<file path="config.mk">
export PLATFORM = sky130hd
export DESIGN_NAME = fully_associative_tlb_lru
export DESIGN_NICKNAME = d
export VERILOG_FILES = /design/src/rtl/fatl_pkg.sv /design/src/rtl/fatl_entry_store.sv /design/src/rtl/fatl_scan_ctrl.sv /design/src/rtl/fully_associative_tlb_lru.sv
export SDC_FILE = /design/constraint.sdc
export NUM_CORES = 2
export LEC_CHECK = 0
export ABC_AREA = 1
export BUFFER_PORTS_ARGS = -buffer_cell sky130_fd_sc_hd__clkbuf_2
export CELL_PAD_IN_SITES_DETAIL_PLACEMENT = 1
export CELL_PAD_IN_SITES_GLOBAL_PLACEMENT = 2
export CORE_ASPECT_RATIO = 1.25
export CORE_MARGIN = 5
export CORE_UTILIZATION = 39
export DETAILED_ROUTE_END_ITERATION = 10
export GPL_ROUTABILITY_DRIVEN = 1
export PLACE_DENSITY_LB_ADDON = 0.1
export SYNTH_ARGS = -nofsm -noshare
export SYNTH_HDL_FRONTEND = slang
export SYNTH_HIERARCHICAL = 1
export SYNTH_SLANG_ARGS = --single-unit
</file>
<file path="constraint.sdc">
create_clock -name clock -period 4.9 [get_ports clock]
set_input_delay 0.735 -clock clock [delete_from_list [all_inputs] [get_ports clock]]
set_output_delay 0.735 -clock clock [all_outputs]
set_load 0.02 [all_outputs]
</file>
<file path="src/rtl/fatl_pkg.sv">
// Shared types and constants for the fully associative TLB.
// Used by every module of the block; depends on nothing.
package fatl_pkg;

   localparam logic       OP_LOOKUP       = 1'b0;
   localparam logic       OP_FILL         = 1'b1;
   localparam logic [4:0] PAGE_LOG2_RESET = 5'd4;

   typedef struct packed {
      logic        operation;
      logic [31:0] virtual_address;
      logic [31:0] physical_address;
      logic [31:0] cycle;
   } req_type;

   typedef struct packed {
      logic        hit;
      logic [3:0]  entry_index;
      logic [31:0] physical_address_out;
   } rsp_type;

   // write controls toward the entry store
   typedef struct packed {
      logic stamp;  // write last-use only
      logic fill;   // write tag, frame, valid and last-use
   } wr_type;

   typedef enum logic [1:0] {
      ST_IDLE,
      ST_SCAN,
      ST_DRAIN,
      ST_DONE
   } state_type;

endpackage

</file>
<file path="src/rtl/fatl_entry_store.sv">
// Entry storage of the TLB: tag, frame and last-use memories plus valid flops.
// One registered read port, one write port; depends on fatl_pkg.
module fatl_entry_store
   import fatl_pkg::*;
#(
   parameter int ENTRIES = 16,
   parameter int IDX_W   = (ENTRIES > 1) ? $clog2(ENTRIES) : 1
) (
   input  logic             clock,
   input  logic             reset,
   input  logic [IDX_W-1:0] rd_addr,
   output logic             rd_valid,
   output logic [31:0]      rd_tag,
   output logic [31:0]      rd_frame,
   output logic [31:0]      rd_stamp,
   input  wr_type           wr_ctl,
   input  logic [IDX_W-1:0] wr_addr,
   input  logic [31:0]      wr_tag,
   input  logic [31:0]      wr_frame,
   input  logic [31:0]      wr_stamp
);

   logic [31:0] tag_mem   [ENTRIES];
   logic [31:0] frame_mem [ENTRIES];
   logic [31:0] stamp_mem [ENTRIES];
   logic        valid_ff  [ENTRIES];

   logic        rd_valid_ff;
   logic [31:0] rd_tag_ff;
   logic [31:0] rd_frame_ff;
   logic [31:0] rd_stamp_ff;

   always_ff @(posedge clock) begin
      if (wr_ctl.fill) begin
         tag_mem[wr_addr]   <= wr_tag;
         frame_mem[wr_addr] <= wr_frame;
      end
      if (wr_ctl.fill || wr_ctl.stamp) begin
         stamp_mem[wr_addr] <= wr_stamp;
      end
      rd_tag_ff   <= tag_mem[rd_addr];
      rd_frame_ff <= frame_mem[rd_addr];
      rd_stamp_ff <= stamp_mem[rd_addr];
   end

   always_ff @(posedge clock) begin
      if (reset) begin
         for (int i = 0; i < ENTRIES; i++) begin
            valid_ff[i] <= 1'b0;
         end
         rd_valid_ff <= 1'b0;
      end else begin
         if (wr_ctl.fill) begin
            valid_ff[wr_addr] <= 1'b1;
         end
         rd_valid_ff <= valid_ff[rd_addr];
      end
   end

   // an entry never filled reads as zeros
   assign rd_valid = rd_valid_ff;
   assign rd_tag   = rd_valid_ff ? rd_tag_ff   : 32'd0;
   assign rd_frame = rd_valid_ff ? rd_frame_ff : 32'd0;
   assign rd_stamp = rd_valid_ff ? rd_stamp_ff : 32'd0;

endmodule

</file>
<file path="src/rtl/fatl_scan_ctrl.sv">
// Sequencer of the TLB: walks the entries one per cycle through one shared
// comparator, then writes back and issues the result. Depends on fatl_pkg.
module fatl_scan_ctrl
   import fatl_pkg::*;
#(
   parameter int ENTRIES = 16,
   parameter int IDX_W   = (ENTRIES > 1) ? $clog2(ENTRIES) : 1
) (
   input  logic             clock,
   input  logic             reset,
   input  logic             start,
   output logic             busy,
   input  req_type          req_data,
   output logic             rsp_valid,
   output rsp_type          rsp_data,
   input  logic [4:0]       page_log2,
   output logic [IDX_W-1:0] rd_addr,
   input  logic             rd_valid,
   input  logic [31:0]      rd_tag,
   input  logic [31:0]      rd_frame,
   input  logic [31:0]      rd_stamp,
   output wr_type           wr_ctl,
   output logic [IDX_W-1:0] wr_addr,
   output logic [31:0]      wr_tag,
   output logic [31:0]      wr_frame,
   output logic [31:0]      wr_stamp
);

   localparam logic [IDX_W-1:0] LAST_IDX = IDX_W'(ENTRIES - 1);

   state_type        state_ff, state_in;
   req_type          req_ff, req_in;
   logic [31:0]      vpn_ff, vpn_in;
   logic [31:0]      pfn_ff, pfn_in;
   logic [IDX_W-1:0] cnt_ff, cnt_in;
   logic             live_ff, live_in;
   logic [IDX_W-1:0] cmp_idx_ff, cmp_idx_in;
   logic             found_ff, found_in;
   logic [IDX_W-1:0] best_ff, best_in;
   logic [31:0]      least_ff, least_in;
   logic [31:0]      best_frame_ff, best_frame_in;
   logic             rsp_valid_ff, rsp_valid_in;
   rsp_type          rsp_ff, rsp_in;

   logic             accept;
   logic             is_fill;
   logic [31:0]      cmp_a;
   logic [31:0]      cmp_b;
   logic             cmp_eq;
   logic             cmp_lt;
   logic [31:0]      offset_mask;
   logic [31:0]      phys;
   logic [IDX_W+3:0] best_ext;

   assign accept  = start && !busy;
   assign is_fill = (req_ff.operation == OP_FILL);

   // shared comparator: tag match on lookup, age compare on fill
   assign cmp_a  = is_fill ? rd_stamp : rd_tag;
   assign cmp_b  = is_fill ? least_ff : vpn_ff;
   assign cmp_eq = (cmp_a == cmp_b);
   assign cmp_lt = (cmp_a < cmp_b);

   assign offset_mask = (32'd1 << page_log2) - 32'd1;
   assign phys        = (best_frame_ff << page_log2)
                        + (req_ff.virtual_address & offset_mask);
   assign best_ext    = {4'd0, best_ff};

   always_comb begin
      state_in = state_ff;
      unique case (state_ff)
         ST_IDLE:  if (start) state_in = ST_SCAN;
         ST_SCAN:  if (cnt_ff == LAST_IDX) state_in = ST_DRAIN;
         ST_DRAIN: state_in = ST_DONE;
         ST_DONE:  state_in = ST_IDLE;
         default:  state_in = ST_IDLE;
      endcase
   end

   always_comb begin
      busy         = 1'b1;
      live_in      = 1'b0;
      rsp_valid_in = 1'b0;
      wr_ctl       = '0;
      unique case (state_ff)
         ST_IDLE:  busy = 1'b0;
         ST_SCAN:  live_in = 1'b1;
         ST_DRAIN: ;
         ST_DONE: begin
            rsp_valid_in = 1'b1;
            wr_ctl.fill  = is_fill;
            wr_ctl.stamp = !is_fill && found_ff;
         end
         default:  busy = 1'b1;
      endcase
   end

   always_comb begin
      req_in        = req_ff;
      vpn_in        = vpn_ff;
      pfn_in        = pfn_ff;
      cnt_in        = cnt_ff;
      cmp_idx_in    = cnt_ff;
      found_in      = found_ff;
      best_in       = best_ff;
      least_in      = least_ff;
      best_frame_in = best_frame_ff;
      rsp_in        = rsp_ff;

      if (accept) begin
         req_in   = req_data;
         vpn_in   = req_data.virtual_address >> page_log2;
         pfn_in   = req_data.physical_address >> page_log2;
         cnt_in   = '0;
         found_in = 1'b0;
         best_in  = '0;
      end else if (state_ff == ST_SCAN && cnt_ff != LAST_IDX) begin
         cnt_in = cnt_ff + 1'b1;
      end

      if (live_ff && !found_ff) begin
         if (is_fill) begin
            if (!rd_valid) begin
               found_in = 1'b1;
               best_in  = cmp_idx_ff;
            end else if (cmp_idx_ff == '0 || cmp_lt) begin
               least_in = rd_stamp;
               best_in  = cmp_idx_ff;
            end
         end else if (rd_valid && cmp_eq) begin
            found_in      = 1'b1;
            best_in       = cmp_idx_ff;
            best_frame_in = rd_frame;
         end
      end

      if (state_ff == ST_DONE) begin
         rsp_in.hit                  = is_fill || found_ff;
         rsp_in.entry_index          = (is_fill || found_ff) ? best_ext[3:0] : 4'd0;
         rsp_in.physical_address_out = (!is_fill && found_ff) ? phys : 32'd0;
      end
   end

   always_ff @(posedge clock) begin
      if (reset) begin
         state_ff     <= ST_IDLE;
         live_ff      <= 1'b0;
         found_ff     <= 1'b0;
         rsp_valid_ff <= 1'b0;
      end else begin
         state_ff     <= state_in;
         live_ff      <= live_in;
         found_ff     <= found_in;
         rsp_valid_ff <= rsp_valid_in;
      end
   end

   always_ff @(posedge clock) begin
      req_ff        <= req_in;
      vpn_ff        <= vpn_in;
      pfn_ff        <= pfn_in;
      cnt_ff        <= cnt_in;
      cmp_idx_ff    <= cmp_idx_in;
      best_ff       <= best_in;
      least_ff      <= least_in;
      best_frame_ff <= best_frame_in;
      rsp_ff        <= rsp_in;
   end

   assign rd_addr   = cnt_ff;
   assign wr_addr   = best_ff;
   assign wr_tag    = vpn_ff;
   assign wr_frame  = pfn_ff;
   assign wr_stamp  = req_ff.cycle;
   assign rsp_valid = rsp_valid_ff;
   assign rsp_data  = rsp_ff;

endmodule

</file>
<file path="src/rtl/fully_associative_tlb_lru.sv">
// Top level of the fully associative TLB with LRU replacement.
// Holds the page size register; instantiates fatl_scan_ctrl and fatl_entry_store.
//
//   channel  ports                        transfer
//   -------  ---------------------------  ------------------------------------
//   request  start, busy, req_data        start high while busy low
//   result   rsp_valid, rsp_data          rsp_valid high, one cycle, no stall
//   config   csr_valid, csr_ready,        csr_valid and csr_ready both high
//            csr_data
//
// For each item the sequencer reads one entry a cycle from the store's single
// read port and feeds it to the shared comparator, then makes the last compare
// in the drain state and writes back in the done state. The result shows on
// rsp_data for one cycle while the block already takes the next request.
// Synchronous reset clears all valid bits at once and sets the page size to 16
// bytes; no clearing pass follows.
module fully_associative_tlb_lru
   import fatl_pkg::*;
#(
   parameter int ENTRIES = 16
) (
   input  logic       clock,
   input  logic       reset,
   input  logic       start,
   output logic       busy,
   input  req_type    req_data,
   output logic       rsp_valid,
   output rsp_type    rsp_data,
   input  logic       csr_valid,
   output logic       csr_ready,
   input  logic [4:0] csr_data
);

   localparam int IDX_W = (ENTRIES > 1) ? $clog2(ENTRIES) : 1;

   logic [4:0]       page_log2_ff;

   logic [IDX_W-1:0] rd_addr;
   logic             rd_valid;
   logic [31:0]      rd_tag;
   logic [31:0]      rd_frame;
   logic [31:0]      rd_stamp;
   wr_type           wr_ctl;
   logic [IDX_W-1:0] wr_addr;
   logic [31:0]      wr_tag;
   logic [31:0]      wr_frame;
   logic [31:0]      wr_stamp;

   // the user must send writes only while idle; the block does not enforce it and always takes them
   assign csr_ready = 1'b1;

   always_ff @(posedge clock) begin
      if (reset) begin
         page_log2_ff <= PAGE_LOG2_RESET;
      end else if (csr_valid && csr_ready) begin
         page_log2_ff <= csr_data;
      end
   end

   fatl_scan_ctrl #(
      .ENTRIES (ENTRIES),
      .IDX_W   (IDX_W)
   ) u_ctrl (
      .clock     (clock),
      .reset     (reset),
      .start     (start),
      .busy      (busy),
      .req_data  (req_data),
      .rsp_valid (rsp_valid),
      .rsp_data  (rsp_data),
      .page_log2 (page_log2_ff),
      .rd_addr   (rd_addr),
      .rd_valid  (rd_valid),
      .rd_tag    (rd_tag),
      .rd_frame  (rd_frame),
      .rd_stamp  (rd_stamp),
      .wr_ctl    (wr_ctl),
      .wr_addr   (wr_addr),
      .wr_tag    (wr_tag),
      .wr_frame  (wr_frame),
      .wr_stamp  (wr_stamp)
   );

   fatl_entry_store #(
      .ENTRIES (ENTRIES),
      .IDX_W   (IDX_W)
   ) u_store (
      .clock    (clock),
      .reset    (reset),
      .rd_addr  (rd_addr),
      .rd_valid (rd_valid),
      .rd_tag   (rd_tag),
      .rd_frame (rd_frame),
      .rd_stamp (rd_stamp),
      .wr_ctl   (wr_ctl),
      .wr_addr  (wr_addr),
      .wr_tag   (wr_tag),
      .wr_frame (wr_frame),
      .wr_stamp (wr_stamp)
   );

endmodule
</file>
* After elaboration in Yosys (flattened, before gate mapping)
Memories as Yosys holds them, arrays and structs flattened. A register that Yosys moved wholly into a read port is not among the register bits.
Index checks and enable logic that the tools add are counted.
** Cells by class
- Add/sub/neg operators :: 3
- $lt $le $gt $ge :: 1
- Equality and inequality tests :: 8
- Shift-type cells :: 4
- Mux-type cells :: 33
- Bitwise operators :: 2
- Reduce and logical (&&, ||, !) cells :: 16
** Operators with widths (number)
- $mux W32 :: 4
- $shr A32 B5 Y32 :: 2
- $add A32 B32 Y32 :: 1
- $and A32 B32 Y32 :: 1
- $eq A32 B32 Y1 :: 1
- $lt A32 B32 Y1 :: 1
- $shl A1 B5 Y32 const A :: 1
- $shl A32 B5 Y32 :: 1
- $sub A32 B1 Y32 const B :: 1
- $mux W4 :: 7
- $mux W1 :: 18
- $pmux W2 S4 :: 1
- $mux W2 :: 3
- $logic_and A1 B1 Y1 :: 5
- $add A4 B1 Y4 const B :: 1
- $eq A2 B2 Y1 const B :: 2
- $eq A4 B4 Y1 const B :: 1
- $logic_not A4 Y1 :: 1
- $ne A4 B4 Y1 const B :: 1
- $reduce_and A4 Y1 :: 1
- $logic_or A1 B1 Y1 :: 3
- $reduce_and A3 Y1 :: 1
- $eq A2 B1 Y1 const B :: 1
- $logic_not A1 Y1 :: 2
- 6 further kinds :: 6
** Storage, ports and cells
- Register bits after elaboration :: 252
- Bits in writable memories :: 1552
- Input bits :: 106
- Output and inout bits :: 40
- Word-level logic and storage cells :: 89
- Memories :: 4
** Memories
- u_store.frame_mem :: depth 16, bits a word 32, read ports 1, clocked after Yosys merged registers in 1, wr ports 1, line fatl_entry_store.sv:24 : logic [31:0] frame_mem [ENTRIES];
- u_store.stamp_mem :: depth 16, bits a word 32, read ports 1, clocked after Yosys merged registers in 1, wr ports 1, line fatl_entry_store.sv:25 : logic [31:0] stamp_mem [ENTRIES];
- u_store.tag_mem :: depth 16, bits a word 32, read ports 1, clocked after Yosys merged registers in 1, wr ports 1, line fatl_entry_store.sv:23 : logic [31:0] tag_mem [ENTRIES];
- u_store.valid_ff :: depth 16, bits a word 1, read ports 1, clocked after Yosys merged registers in 1, wr ports 16, line fatl_entry_store.sv:26 : logic valid_ff [ENTRIES];

* Longest topological paths before layout
- Depth in word-level cells :: 8
- Depth in mapped cells :: 26

* Cells and area by module
The synthesis kept the hierarchy.
** By module, submodules not included
- fatl_entry_store :: times used 1, cells an instance 4903, area each 63763.7 sq um, sequential area each 48386.4 sq um
- fatl_scan_ctrl :: times used 1, cells an instance 2141, area each 16773.6 sq um, sequential area each 7216.9 sq um
- fully_associative_tlb_lru :: times used 1, cells an instance 33, area each 217.7 sq um, sequential area each 100.1 sq um

* Least setup slack after synthesis
Ideal clock, no wire load.
- Kind :: register to register
- Start :: register u_ctrl.state_ff[0]
- End :: memory u_store.frame_mem[11][0], enable pin
- Setup time :: 0.486 ns
- Arrival :: 4.638 ns
- Required time :: 4.414 ns
- Setup slack :: -0.224 ns
- Cell stages (with the launch flop) :: 7
- Path buffers :: 1
- Clock period less this slack :: 5.124 ns
- Path through :: dfxtp_1 -> ha_1 -> nand2_1 -> inv_1 -> clkinv_1 -> clkbuf_1 -> nor2_1
** RTL lines
- from (decl) :: line fatl_scan_ctrl.sv:31 : state_type state_ff, state_in;
- from (signal assigned) :: line fatl_scan_ctrl.sv:151 : state_ff <= state_in;
- to (decl) :: line fatl_entry_store.sv:24

* Worst setup path in the final report
- Start :: register page_log2_ff[1]
- End :: register u_ctrl.rsp_ff, in the netlist u_ctrl/rsp_data[31], data pin
** On the way
- Word-level cells in the longest chain between the ends :: 4
** RTL lines
- from (decl) :: line fully_associative_tlb_lru.sv:36 : logic [4:0] page_log2_ff;
- from (signal assigned) :: line fully_associative_tlb_lru.sv:56 : page_log2_ff <= csr_data;
- $shl A1 B5 Y32 :: line fatl_scan_ctrl.sv:64 : assign offset_mask = (32'd1 << page_log2) - 32'd1;
- $sub A32 B1 Y32 :: line fatl_scan_ctrl.sv:64
- $and A32 B32 Y32 :: line fatl_scan_ctrl.sv:66 : + (req_ff.virtual_address & offset_mask);
- $add A32 B32 Y32 (*) :: line fatl_scan_ctrl.sv:66
- to (signal assigned) :: line fatl_scan_ctrl.sv:167 : rsp_ff <= rsp_in;
- to (decl) :: line fatl_scan_ctrl.sv:43 : rsp_type rsp_ff, rsp_in;
Every way passes the cells marked *; elsewhere a longest branch is shown, timed or not.
A chain may end at the register's enable or synchronous reset.

==> reports/results.ini <==
[layout]
fin_cells = 9986
drive_gt1_share_pct = 8.825
syn2layout_area_growth_pct = 12.46
fillCellCount = 21869
final_nets = 7258

[routing]
wirelength_um = 266500
firstDrtPassIters = 5
via_count = 55130
wire_per_inst_um = 26.69
drc = 0
drt.antenna.violating_nets = 0
drtIter0Drc = 4311
via_per_inst = 5.521

[synth]
synth_compound_area_share_pct = 12.77
synthArstFlopShare_pct = 0
synth_flop_cell = edfxtp_1
yosysUniqueCellTypes = 60
synth_area_per_cell_um2 = 11.41
synth_top_family_by_area = compound AO/OA/AOI/OAI gates
synth_common_cells = edfxtp_1 (1,765), nor2_1 (1,038), nand2_1 (834)
synthAdderAreaFrac_pct = 1.109
synth-xor-area-share_pct = 0.03254
synth.top_cell.area_share_pct = 65.63
synth_area_mm2 = 0.08075
yosysMostFrequentCell = edfxtp_1
ys_seq_area_share_pct = 68.98
synthSimpleGateAreaFrac_pct = 11.41
synth_edf_count = 1765
ys_ff_latch = 1900
synth_area_leader_cell = edfxtp_1
synth_warnings = 6
synthesis.nets = 7254
synthMuxAreaShare_pct = 0.6693
synth.area.top_cells = edfxtp_1 (66%), o21ai_0 (4.9%), nor2_1 (4.8%)
syn_inst = 7077

[pwr]
p_comb_share_pct = 23.9
swShare_pct = 34.16
clockPowerShare_pct = 31.4
p_int_mw = 31.02
power_density_mw_per_mm2 = 518.8
p_sw_mw = 16.10
p_leak_nw = 32.10
irDropWorstVdd_v = 0.0005352
seqPwrFrac_pct = 44.7

[global_routing]
grt_use_total_pct = 24.09
grt_pass1_wl_um = 389700
grt_overflow = 0
grt_pass1_vias = 56196
antenna_found_initial = 8
grt_max_degree = 199

[floorplan]
num_io_pins = 146
fp.dieH_um = 518.8
die_w_um = 417
core_area_mm2 = 0.2057
dieArea_mm2 = 0.2163
row_count = 186
start_util_pct = 39.25

[cts]
cts_sinks = 1900
cts_tree = yes
clock_path_buffers = 3
clk_transition_reported_paths_ns = 0.06
clock-root-buffer = clkbuf_16
postCtsSetupBuffers = 0
cts_buffers = 194
clock_latency_ns = 0.86
cts_max_level = 4

[sta]
slew_viol_final = 0
worstMarginPinSlew_ns = 1.243
fin_crit_ns = 4.189
setup_tns_ns = 0
max_freq_ghz = 0.2387
setup_viol = 0
relSlewSlack_pct = 16.91
rsz0062_at_grt = false
finalClockSkew_ns = 0.06202
period_share_pct = 85.49
fin_hold_ws_ns = 0.07714
hold_viol = 0

[worst_setup_path]
start_kind = register
end_kind = register
critPathRequiredTime_ns = 5.51
path_max_fanout = 35
critPathKind = register to register
critPathArrivalTime_ns = 4.80

[placed_design]
hpwl_um = 156800
dp.cells = 9591
gp_congestion = 0.8583
io_buffers = 144

[hold_path]
hold_class = primary input to register

[job]
cap_violations = 0

[outcome]
status = completed

==> cell usage in the layout (no fill, tap or decap), types with 7 or more instances in the layout <==
cell type / n
ha_1: 69
mux2i_1: 54
buf_4: 102
nand2_1: 834
a21oi_1: 286
edfxtp_1: 1765
clkbuf_2: 144
a31oi_1: 10
a22oi_1: 13
dfxtp_1: 125
buf_12: 27
dlygate4sd3_1: 20
bufinv_16: 13
diode_2: 8
o21a_1: 15
inv_6: 7
nor2_1: 1004
clkinv_2: 41
clkbuf_1: 55
or2_1: 10
dfxtp_4: 9
o21ai_0: 791
clkbuf_8: 15
clkinv_16: 7
nand3_1: 311
nor2_4: 37
clkbuf_16: 195
nand4_1: 29
inv_1: 455
o22ai_1: 35
clkinv_1: 29
o21ai_1: 235
o211ai_1: 402
nor3_1: 18
==> timing repair <==
action / CTS / global route
gates resized for setup: 0 / 0
hold buffers: 20 / 0
endpoints found under the setup margin: 0 / 0
hold endpoints to repair: 20 / 0
==> layer usage <==
metal | track usage (%) | vias to the layer above | part of all wire (%)
met5 | 0 | - | 0.012
met4 | 6.031 | 4 | 2.3
met2 | 40.68 | 1121 | 49
met3 | 2.816 | 295 | 3.9
met1 | 33.26 | 28533 | 45
li1 | - | 25177 | -
==> per-stage QoR <==
stage	setup slack (ns)	util [%]	power (mW)	area, um^2
floorplan	-0.2244	-	28.14	80760
global placement	0.7729	40.94	32.63	84220
detailed placement	0.6851	40.95	32.81	84240
CTS	0.7463	44.14	47.72	90800
global route	0.3268	44.14	49.58	90810
finish	0.7110	44.15	47.12	90820
==> critical path: stages, from the launching register on <==
cell and delay (ns):
dfxtp_4 0.61, nor2_4 0.12, nand2_2 0.12, nor2_1 0.07, nand2_1 0.19, ha_1 0.23
nand3_1 0.14, nor2_2 0.21, nand2_4 0.11, nor2_8 0.14, nand2_2 0.10, nor2_2 0.13
nand2_1 0.07, a21boi_1 0.31, ha_1 0.36, a21oi_1 0.23, o21ai_0 0.20, a21oi_1 0.16
o21ai_0 0.09, nor2_1 0.15, nand2_1 0.10, nor2_1 0.10, nor2_1 0.05
==> cell type report <==
| class | instances | area (um^2) | share of cell area, % |
|---|---|---|---|
| multi-input combinational | 4223 | 21260 | 23.41 |
| clock inverter | 102 | 1070 | 1.178 |
| tap | 2726 | 3411 | 3.755 |
| clock buffer | 265 | 5293 | 5.827 |
| antenna | 8 | 20.02 | 0.02204 |
| inverter | 469 | 1804 | 1.987 |
| sequential | 1900 | 55740 | 61.37 |
| timing repair buffer | 293 | 2227 | 2.452 |
==> logic make-up (layout without fill, tap and decap cells) <==
group | count (synthesis) | count (layout)
simple gates | 2278 | 2278
fa+ha+maj | 71 | 71
xor+xnor | 3 | 3
buf+inv | 954 | 1129
mux | 54 | 54
compound gates | 1816 | 1816
other cells | 1 | 9
flops | 1900 | 1900
==> power by group through the flow <==
| stage | sequential [mW] | combinational [mW] | clock (mW) |
|---|---|---|---|
| after global placement | 21.4 | 11.2 | 0 |
| after CTS | 21.1 | 11.4 | 15.2 |
| after detailed placement | 21.4 | 11.4 | 0 |
| final | 21.1 | 11.3 | 14.8 |
| after floorplan | 20.4 | 7.73 | 0 |
| after global routing | 21.2 | 12.5 | 15.9 |
==> path summary, 6_finish.rpt <==
check                                          start  slack [ns]              endpoint  cells past startpoint
worst max register to register       page_log2_ff[1]        0.71   u_ctrl/rsp_data[31]                     22
worst min register to register  u_store/valid_ff[15]        0.48  u_store/valid_ff[15]                      2
worst min-delay path                    req_data[18]        0.08   u_ctrl/wr_stamp[18]                      1
worst max-delay path                 page_log2_ff[1]        0.71   u_ctrl/rsp_data[31]                     22
==> sequential cells by signal, summed over array words and instances (netlist names), 31 cells and up <==
name / cells
u_ctrl/best_frame_ff: 32
u_ctrl/least_ff: 32
u_ctrl/req_ff: 31
u_ctrl/rsp_data: 37
u_ctrl/wr_frame: 32
u_ctrl/wr_stamp: 32
u_ctrl/wr_tag: 32
u_store/frame_mem: 512
u_store/rd_frame_ff: 32
u_store/rd_stamp_ff: 32
u_store/rd_tag_ff: 32
u_store/stamp_mem: 512
u_store/tag_mem: 512
Power figures use the tool's default switching activity.
